## src/hdl/rsmp_pkg.sv

```systemverilog
// Shared types and constants for the reservoir sampler.
// Used by rsmp_div and reservoir_sampler; depends on nothing.
package rsmp_pkg;

  localparam int unsigned SLOTS      = 16;
  localparam int unsigned VALUE_BITS = 32;
  localparam int unsigned SLOT_W     = $clog2(SLOTS);
  localparam int unsigned FILL_W     = $clog2(SLOTS + 1);
  localparam int unsigned CNT_W      = 32;
  localparam int unsigned SIZE_W     = 5;

  localparam logic [CNT_W-1:0]  COUNT_MAX = {CNT_W{1'b1}};
  localparam logic [FILL_W-1:0] SLOTS_F   = FILL_W'(SLOTS);
  localparam logic [SIZE_W-1:0] SLOTS_S   = SIZE_W'(SLOTS);

  typedef enum logic [1:0] {
    OP_OFFER = 2'd0,
    OP_READ  = 2'd1,
    OP_CLEAR = 2'd2
  } op_e;

  typedef struct packed {
    logic [1:0]  operation;
    logic [31:0] element_value;
    logic [31:0] random_draw;
    logic [3:0]  slot_index;
  } in_word_t;

  typedef struct packed {
    logic        stored;
    logic [3:0]  stored_slot;
    logic [31:0] read_value;
    logic [4:0]  filled;
    logic        count_saturated;
  } out_word_t;

endpackage

```

## src/hdl/rsmp_div.sv

```systemverilog
// Bit-serial restoring remainder unit: one quotient bit per cycle.
// Depends on rsmp_pkg for the operand width.
module rsmp_div import rsmp_pkg::*; (
  input  logic             clk_i,
  input  logic             rst_ni,
  input  logic             start_i,
  input  logic [CNT_W-1:0] dividend_i,
  input  logic [CNT_W-1:0] divisor_i,
  output logic             done_o,
  output logic [CNT_W-1:0] rem_o
);

  localparam int unsigned STEP_W = $clog2(CNT_W);

  logic [CNT_W-1:0]  rem_q, rem_d;
  logic [CNT_W-1:0]  shf_q, dvs_q;
  logic [STEP_W-1:0] step_q;
  logic              busy_q, done_q;
  logic [CNT_W:0]    trial;

  // Shift in the next dividend bit, subtract when it fits.
  always_comb begin
    trial = {rem_q, shf_q[CNT_W-1]};
    if (trial >= {1'b0, dvs_q}) begin
      trial = trial - {1'b0, dvs_q};
    end
    rem_d = trial[CNT_W-1:0];
  end

  always_ff @(posedge clk_i or negedge rst_ni) begin
    if (!rst_ni) begin
      busy_q <= 1'b0;
      done_q <= 1'b0;
      step_q <= '0;
    end else begin
      done_q <= busy_q && !start_i && (step_q == STEP_W'(CNT_W - 1));
      if (start_i) begin
        busy_q <= 1'b1;
        step_q <= '0;
      end else if (busy_q) begin
        step_q <= step_q + STEP_W'(1);
        if (step_q == STEP_W'(CNT_W - 1)) begin
          busy_q <= 1'b0;
        end
      end
    end
  end

  always_ff @(posedge clk_i) begin
    if (start_i) begin
      rem_q <= '0;
      shf_q <= dividend_i;
      dvs_q <= divisor_i;
    end else if (busy_q) begin
      rem_q <= rem_d;
      shf_q <= {shf_q[CNT_W-2:0], 1'b0};
    end
  end

  assign done_o = done_q;
  assign rem_o  = rem_q;

endmodule

```

## src/hdl/reservoir_sampler.sv

```systemverilog
// Reservoir sampler top level: sequencer, slot memory, run counters.
// Depends on rsmp_pkg and rsmp_div.
//
//   channel  direction  handshake              word
//   in       input      in_valid_i / in_stall_o    in_word_t (operation, value, draw, slot)
//   out      output     out_valid_o / out_stall_i  out_word_t (stored, slot, value, fill, sat)
//   cfg      input      cfg_valid_i / cfg_ready_o  reservoir_size, 5 bits
//
// A fill-phase offer, a read, a clear or the unused code goes from accept through
// ST_FINISH into the result register; an offer past the fill point waits first in
// ST_DIVIDE for the bit-serial 32-bit remainder of the draw by the seen count. The
// input stalls until the result shows, and then only while the output stalls.
// Reset is asynchronous, active low: clear counters, flag and control, size 16.
// A stalled result holds the result register and stalls the input.
module reservoir_sampler import rsmp_pkg::*; (
  input  logic              clk_i,
  input  logic              rst_ni,
  input  logic              in_valid_i,
  output logic              in_stall_o,
  input  in_word_t          in_data_i,
  output logic              out_valid_o,
  input  logic              out_stall_i,
  output out_word_t         out_data_o,
  input  logic              cfg_valid_i,
  output logic              cfg_ready_o,
  input  logic [SIZE_W-1:0] cfg_data_i
);

  typedef enum logic [1:0] {
    ST_IDLE,
    ST_DIVIDE,
    ST_FINISH
  } state_e;

  state_e                state_q;
  logic [CNT_W-1:0]      seen_q;
  logic                  sat_q;
  logic [SIZE_W-1:0]     size_q;
  logic                  stored_q;
  logic [SLOT_W-1:0]     slot_q;
  logic                  hit_q;
  logic [VALUE_BITS-1:0] val_q;
  logic [VALUE_BITS-1:0] rdata_q;
  logic                  out_valid_q;
  out_word_t             out_q;

  logic [VALUE_BITS-1:0] mem [SLOTS];

  logic              in_acc, out_acc;
  logic [FILL_W-1:0] eff_size, fill;
  logic [CNT_W-1:0]  seen_next;
  logic              div_start, div_done;
  logic [CNT_W-1:0]  div_rem;
  logic              wr_en;
  logic [SLOT_W-1:0] wr_addr;
  logic [VALUE_BITS-1:0] wr_data;
  logic              fill_phase, rem_hit;
  logic              offer_op;

  // Clamp the size register to 1..SLOTS.
  always_comb begin
    if (size_q == '0) begin
      eff_size = FILL_W'(1);
    end else if (size_q > SLOTS_S) begin
      eff_size = SLOTS_F;
    end else begin
      eff_size = FILL_W'(size_q);
    end
  end

  assign fill = (seen_q < CNT_W'(eff_size)) ? seen_q[FILL_W-1:0] : eff_size;
  assign seen_next = (seen_q == COUNT_MAX) ? seen_q : seen_q + CNT_W'(1);

  assign out_acc    = out_valid_q && !out_stall_i;
  assign in_stall_o = (state_q != ST_IDLE) || (out_valid_q && out_stall_i);
  assign in_acc     = in_valid_i && !in_stall_o;

  // Offer while the reservoir is still filling: slot is the old count.
  assign offer_op   = in_data_i.operation == OP_OFFER;
  assign fill_phase = seen_q < CNT_W'(eff_size);
  assign rem_hit    = div_rem < CNT_W'(eff_size);
  assign div_start  = in_acc && offer_op && !fill_phase;

  rsmp_div u_div (
    .clk_i      (clk_i),
    .rst_ni     (rst_ni),
    .start_i    (div_start),
    .dividend_i (in_data_i.random_draw),
    .divisor_i  (seen_next),
    .done_o     (div_done),
    .rem_o      (div_rem)
  );

  // Single write port: filling writes at accept, sampling writes on remainder.
  always_comb begin
    wr_en   = 1'b0;
    wr_addr = seen_q[SLOT_W-1:0];
    wr_data = in_data_i.element_value;
    if (in_acc && offer_op && fill_phase) begin
      wr_en = 1'b1;
    end else if ((state_q == ST_DIVIDE) && div_done && rem_hit) begin
      wr_en   = 1'b1;
      wr_addr = div_rem[SLOT_W-1:0];
      wr_data = val_q;
    end
  end

  always_ff @(posedge clk_i) begin
    if (wr_en) begin
      mem[wr_addr] <= wr_data;
    end
    if (in_acc) begin
      rdata_q <= mem[in_data_i.slot_index];
      val_q   <= in_data_i.element_value;
    end
  end

  // Sequencer, run state and result register.
  always_ff @(posedge clk_i or negedge rst_ni) begin
    if (!rst_ni) begin
      state_q     <= ST_IDLE;
      seen_q      <= '0;
      sat_q       <= 1'b0;
      size_q      <= SLOTS_S;
      stored_q    <= 1'b0;
      slot_q      <= '0;
      hit_q       <= 1'b0;
      out_valid_q <= 1'b0;
      out_q       <= '0;
    end else begin
      if (cfg_valid_i && cfg_ready_o) begin
        size_q <= cfg_data_i;
      end
      if (state_q == ST_FINISH) begin
        out_valid_q <= 1'b1;
      end else if (out_acc) begin
        out_valid_q <= 1'b0;
      end
      case (state_q)
        ST_IDLE: begin
          if (in_acc) begin
            stored_q <= offer_op && fill_phase;
            slot_q   <= (offer_op && fill_phase) ? seen_q[SLOT_W-1:0] : '0;
            hit_q    <= (in_data_i.operation == OP_READ) &&
                        ({1'b0, in_data_i.slot_index} < fill);
            state_q  <= (offer_op && !fill_phase) ? ST_DIVIDE : ST_FINISH;
            case (in_data_i.operation)
              OP_OFFER: begin
                seen_q <= seen_next;
                if (seen_next == COUNT_MAX) begin
                  sat_q <= 1'b1;
                end
              end
              OP_CLEAR: begin
                seen_q <= '0;
                sat_q  <= 1'b0;
              end
              default: begin
              end
            endcase
          end
        end
        ST_DIVIDE: begin
          // Keep the element only if the remainder of its draw lands inside the reservoir.
          if (div_done) begin
            if (rem_hit) begin
              stored_q <= 1'b1;
              slot_q   <= div_rem[SLOT_W-1:0];
            end
            state_q <= ST_FINISH;
          end
        end
        ST_FINISH: begin
          // Load the result once per word; it holds while stalled.
          out_q.stored          <= stored_q;
          out_q.stored_slot     <= slot_q;
          out_q.read_value      <= hit_q ? rdata_q : '0;
          out_q.filled          <= fill;
          out_q.count_saturated <= sat_q;
          state_q               <= ST_IDLE;
        end
        default: begin
          state_q <= ST_IDLE;
        end
      endcase
    end
  end

  assign out_valid_o = out_valid_q;
  assign out_data_o  = out_q;
  assign cfg_ready_o = 1'b1;

endmodule
```

## config.mk

```make
export PLATFORM = sky130hd
export DESIGN_NAME = reservoir_sampler
export DESIGN_NICKNAME = d
export VERILOG_FILES = /design/src/hdl/rsmp_pkg.sv /design/src/hdl/rsmp_div.sv /design/src/hdl/reservoir_sampler.sv
export SDC_FILE = /design/constraint.sdc
export NUM_CORES = 1
export LEC_CHECK = 0
export BUFFER_PORTS_ARGS = -buffer_cell sky130_fd_sc_hd__buf_2
export CORE_ASPECT_RATIO = 0.5
export CORE_MARGIN = 1.5
export CORE_UTILIZATION = 50
export DETAILED_ROUTE_END_ITERATION = 10
export PLACE_DENSITY = 0.77
export SLEW_MARGIN = 30
export SYNTH_ARGS = -nofsm -noshare
export SYNTH_HDL_FRONTEND = slang
export SYNTH_SLANG_ARGS = --single-unit
```

## constraint.sdc

```tcl
create_clock -name clk_i -period 5.6 [get_ports clk_i]
set_input_delay 0.56 -clock clk_i [delete_from_list [all_inputs] [get_ports clk_i]]
set_output_delay 0.56 -clock clk_i [all_outputs]
set_load 0.02 [all_outputs]
```

==> results list <==
- Result of the run: finished, final reports clean
* Worst-case setup margin in the final layout: 1.31 ns
- Vias in the first global route: roughly 19000
- The initialized floorplan defines 65 standard-cell rows.
- Synthesis instantiated 75 different standard cells from the library.
- The number of pins exceeding their max-slew limit in the final report came to 0.
- In the final layout, the share of cells above drive strength 1 is 0.212.
- The first detailed-routing pass took 6 iterations.
- Clock-pin transition on the worst setup and hold timing paths: ~0.07 ns
- Unrepaired setup endpoints after global routing: no
* Gate count of the mapped netlist: ~2100
* Global-route wire length before repair: ~120000 um
- Average vias per placed instance: between 6 and 7
- The share of total power dissipated in sequential elements is 0.467.
- Entering global routing, the biggest net connects 80 pins.
* CTS tree: done
* Switching part of the total power: 0.310
- Dividing the final minimum period by the clock period gives 0.766.
* Worst slew margin relative to its limit: 0.295
* Routed len/inst: 25.5 um
- Worst Setup Path Type: reg2reg
- Of all nets on the critical path, the largest fanout is 23.
- CORE AREA: about 64000 sq um
- The cell sitting at the root of the clock tree is a clkbuf_16.
* Average size of a mapped cell: about 15 sq um
- In this run the static leakage power is roughly 13 nW.
* EDFF count, synth: 640
* Synth warnings: 0
- The internal power of the cells totals between 10 and 15 mW.
* Transition time at the pin with the least slew margin: 1.05 ns
- The final layout contains routed wiring with a total length of ~80000 um.
- For this block, the initial DRC count from the detailed router was about 2500.
- Clock group share of total power: 0.306
* Post-synthesis async set-or-reset flop share: 0.126
- GPL Wtd Cong: approximately 0.94
* Antenna violations before repair: 6
- Counting the buffers created by CTS gives 69.
- The floorplan step defined a die boundary enclosing between 60000 and 70000 sq um.
* Number of buffers inserted by port buffering: 124
- Among all flip-flop cells after synthesis, the most frequent one is edfxtp_1.
- Startpoint class of the critical path: register
- Post-route clock skew: between 0.04 and 0.05 ns
- Part of the Yosys area used for sequential elements: 0.684
* Power Density: 430 nW/um^2
- Number of I/O pins: around 130
- Placed instance area: 34400 sq um
- After synthesis the cells add up to approximately 33000 sq um.
- After detailed routing, the number of remaining DRC violations is 0.
- Min-delay worst type: in2reg
- Before CTS, the worst setup slack after placement is 1.38 ns.
- The number of nets handed over by synthesis was 2255.
- Setup TNS: 0 ns
* Number of levels in the clock H-tree: 3
* # resized after CTS: 0
- Across the VDD grid, the largest voltage drop is between 0.2 and 0.25 mV.
- Count of final hold-check violations: 0
- Max-cap check violation count: 0
- HPWL after detailed placement: slightly below 50000 um
* Chip height: about 180 um
- Number of sinks on the clock net: slightly below 800
- Maximum clock rate: 0.233 GHz
* Sum of internal, switching and leakage power: around 16 mW
* Post-route ant nets: 0
- Die Wd: ~360 um
- The library cell used most frequently in the layout, excluding fill and tap cells, is edfxtp_1.
- In the final layout, flip-flops and latches occupy 22300 sq um.
- The longest clock path from root to sink contains 3 buffers.
* Clock latency at the later pin of the worst-skew pair: 0.63 ns
* Area taken by multi-input logic gates: between 9000 and 10000 sq um
* Final #Nets: 2385
- For this block, the via count after detailed routing is ~20000.
- Count of filler cells inserted in the layout: approximately 4700
- Setup violations remaining at the end of the flow were counted as 0.
- Critical Path Sink Type: register
* Initial cell density of the core: 0.511
- Area of all placed cells without fillers: between 30000 and 40000 sq um
* Layout-stage area growth over the synthesis result: 12.8%
* Overflow left after global routing: 0
- For the worst setup path, the data arrival time is about 4.6 ns.
- Commonest non-fill, non-tap cells in the layout: edfxtp_1 (640), nand2_1 (348), mux4_2 (160)
- Synthesis inferred 769 register bits.
* GRT Total Usage: 0.245
* Critical path data required time: 5.89 ns
- Core occupancy in the finished layout: 0.577
- Combinational Power Share: 0.227
- For this design the total switching power over the nets is 4.89 mW.
- The routed design could run at a clock period as short as 4.29 ns.
==> worst max-delay path, stage by stage (launching register included) <==
cell and delay, ns:
dfstp_2 0.53, inv_1 0.16, ha_1 0.27, nor4_1 0.17, nand3_1 0.11, nor2_1 0.25, nand3_1 0.19, a21oi_4 0.64
a31oi_1 0.51, nor2_4 0.79, buf_4 0.36
==> final cells by class <==
class,instances,area share
Timing Repair Buffer,166,0.0273
Multi-Input combinational cell,1192,0.268
Sequential cell,769,0.606
Clock inverter,33,0.00963
Antenna cell,3,0.000204
Inverter,60,0.00616
Clock buffer,95,0.0532
Tap cell,871,0.0296
==> flip-flops by register name (all words and copies together), names as in the netlist <==
register,count
slot_q,4
rdata_q,32
u_div.step_q,5
out_valid_o,1
seen_q,32
state_q,2
u_div.rem_o,32
stored_q,1
size_q,5
u_div.done_o,1
val_q,32
u_div.busy_q,1
mem,512
out_data_o,43
u_div.dvs_q,32
hit_q,1
u_div.shf_q,32
sat_q,1
==> Yosys cell counts, types with 16 or more instances <==
| cell type | number | share of area |
|---|---|---|
| nand2_1 | 349 | 0.040 |
| ha_1 | 46 | 0.018 |
| mux4_2 | 160 | 0.11 |
| a21oi_1 | 57 | 0.0088 |
| and3_1 | 24 | 0.0046 |
| xor2_1 | 23 | 0.0062 |
| clkbuf_1 | 84 | 0.0097 |
| o21ai_0 | 108 | 0.017 |
| a22o_1 | 16 | 0.0043 |
| nand3_1 | 24 | 0.0037 |
| a21o_1 | 19 | 0.0044 |
| dfrtp_1 | 96 | 0.074 |
| nor2_1 | 73 | 0.0084 |
| buf_1 | 16 | 0.0018 |
| nand4_1 | 16 | 0.0031 |
| xnor2_1 | 28 | 0.0075 |
| nor4_1 | 27 | 0.0052 |
| a31oi_1 | 20 | 0.0038 |
| mux2_2 | 17 | 0.0059 |
| nor3_1 | 18 | 0.0028 |
| edfxtp_1 | 640 | 0.59 |
| mux2i_1 | 30 | 0.0092 |
| inv_1 | 59 | 0.0068 |
| dfxtp_1 | 32 | 0.020 |
==> path summary, 6_finish.rpt <==
| path | cells past startpoint | startpoint | to | slack, ns |
|---|---|---|---|---|
| min in group asynchronous | 2 | rst_ni | out_data_o[27] | 0.56 |
| max reg2reg | 10 | size_q[4] | mem[13][18] | 1.31 |
| max | 10 | size_q[4] | mem[13][18] | 1.31 |
| min | 1 | in_data_i[57] | val_q[21] | 0.13 |
| min reg2reg | 2 | out_data_o[12] | out_data_o[12] | 0.47 |
| max in group asynchronous | 3 | rst_ni | out_data_o[21] | 3.87 |
==> metal layers <==
metal | routed length (um) | part of all wire | vias to the layer above | global-route usage
met1 | 31500 | 0.39 | 9936 | 0.329
met3 | 7300 | 0.090 | 164 | 0.0520
met2 | 39800 | 0.49 | 1035 | 0.399
li1 | - | - | 8441 | -
met4 | 2630 | 0.032 | 2 | 0.0872
met5 | 7 | 0.000086 | - | 0
==> metrics by stage <==
step	cells	hold WS [ns]
after global routing	3186	0.111
after CTS	3184	0.106
after global placement	3055	0.456
after floorplan	2128	0.264
final	3189	0.129
after detailed placement	3055	0.465
==> kinds of logic after synthesis <==
group,Yosys count,synth area share
XOR/XNOR,52,0.0142
flip-flops,769,0.684
other,1,0.000115
AND/OR/NAND/NOR,596,0.0829
multiplexers,207,0.126
AO/OA/AOI/OAI,289,0.0555
adder cells (fa/ha/maj),47,0.0183
buffers and inverters,167,0.0197
==> what timing repair did <==
item	CTS	global route
hold endpoints to repair	2	0
hold buffers	1	0
setup buffers	0	0
==> power by group through the flow <==
| stage | Combinational (mW) | Clock (mW) | Sequential (mW) |
|---|---|---|---|
| after floorplan | 2.40 | 0 | 7.47 |
| after global placement | 3.40 | 0 | 7.45 |
| after detailed placement | 3.49 | 0 | 7.47 |
| after CTS | 3.54 | 4.89 | 7.37 |
| after global routing | 3.93 | 5.11 | 7.44 |
| final | 3.58 | 4.84 | 7.38 |
No activity file was read; power rests on OpenSTA's default activity.
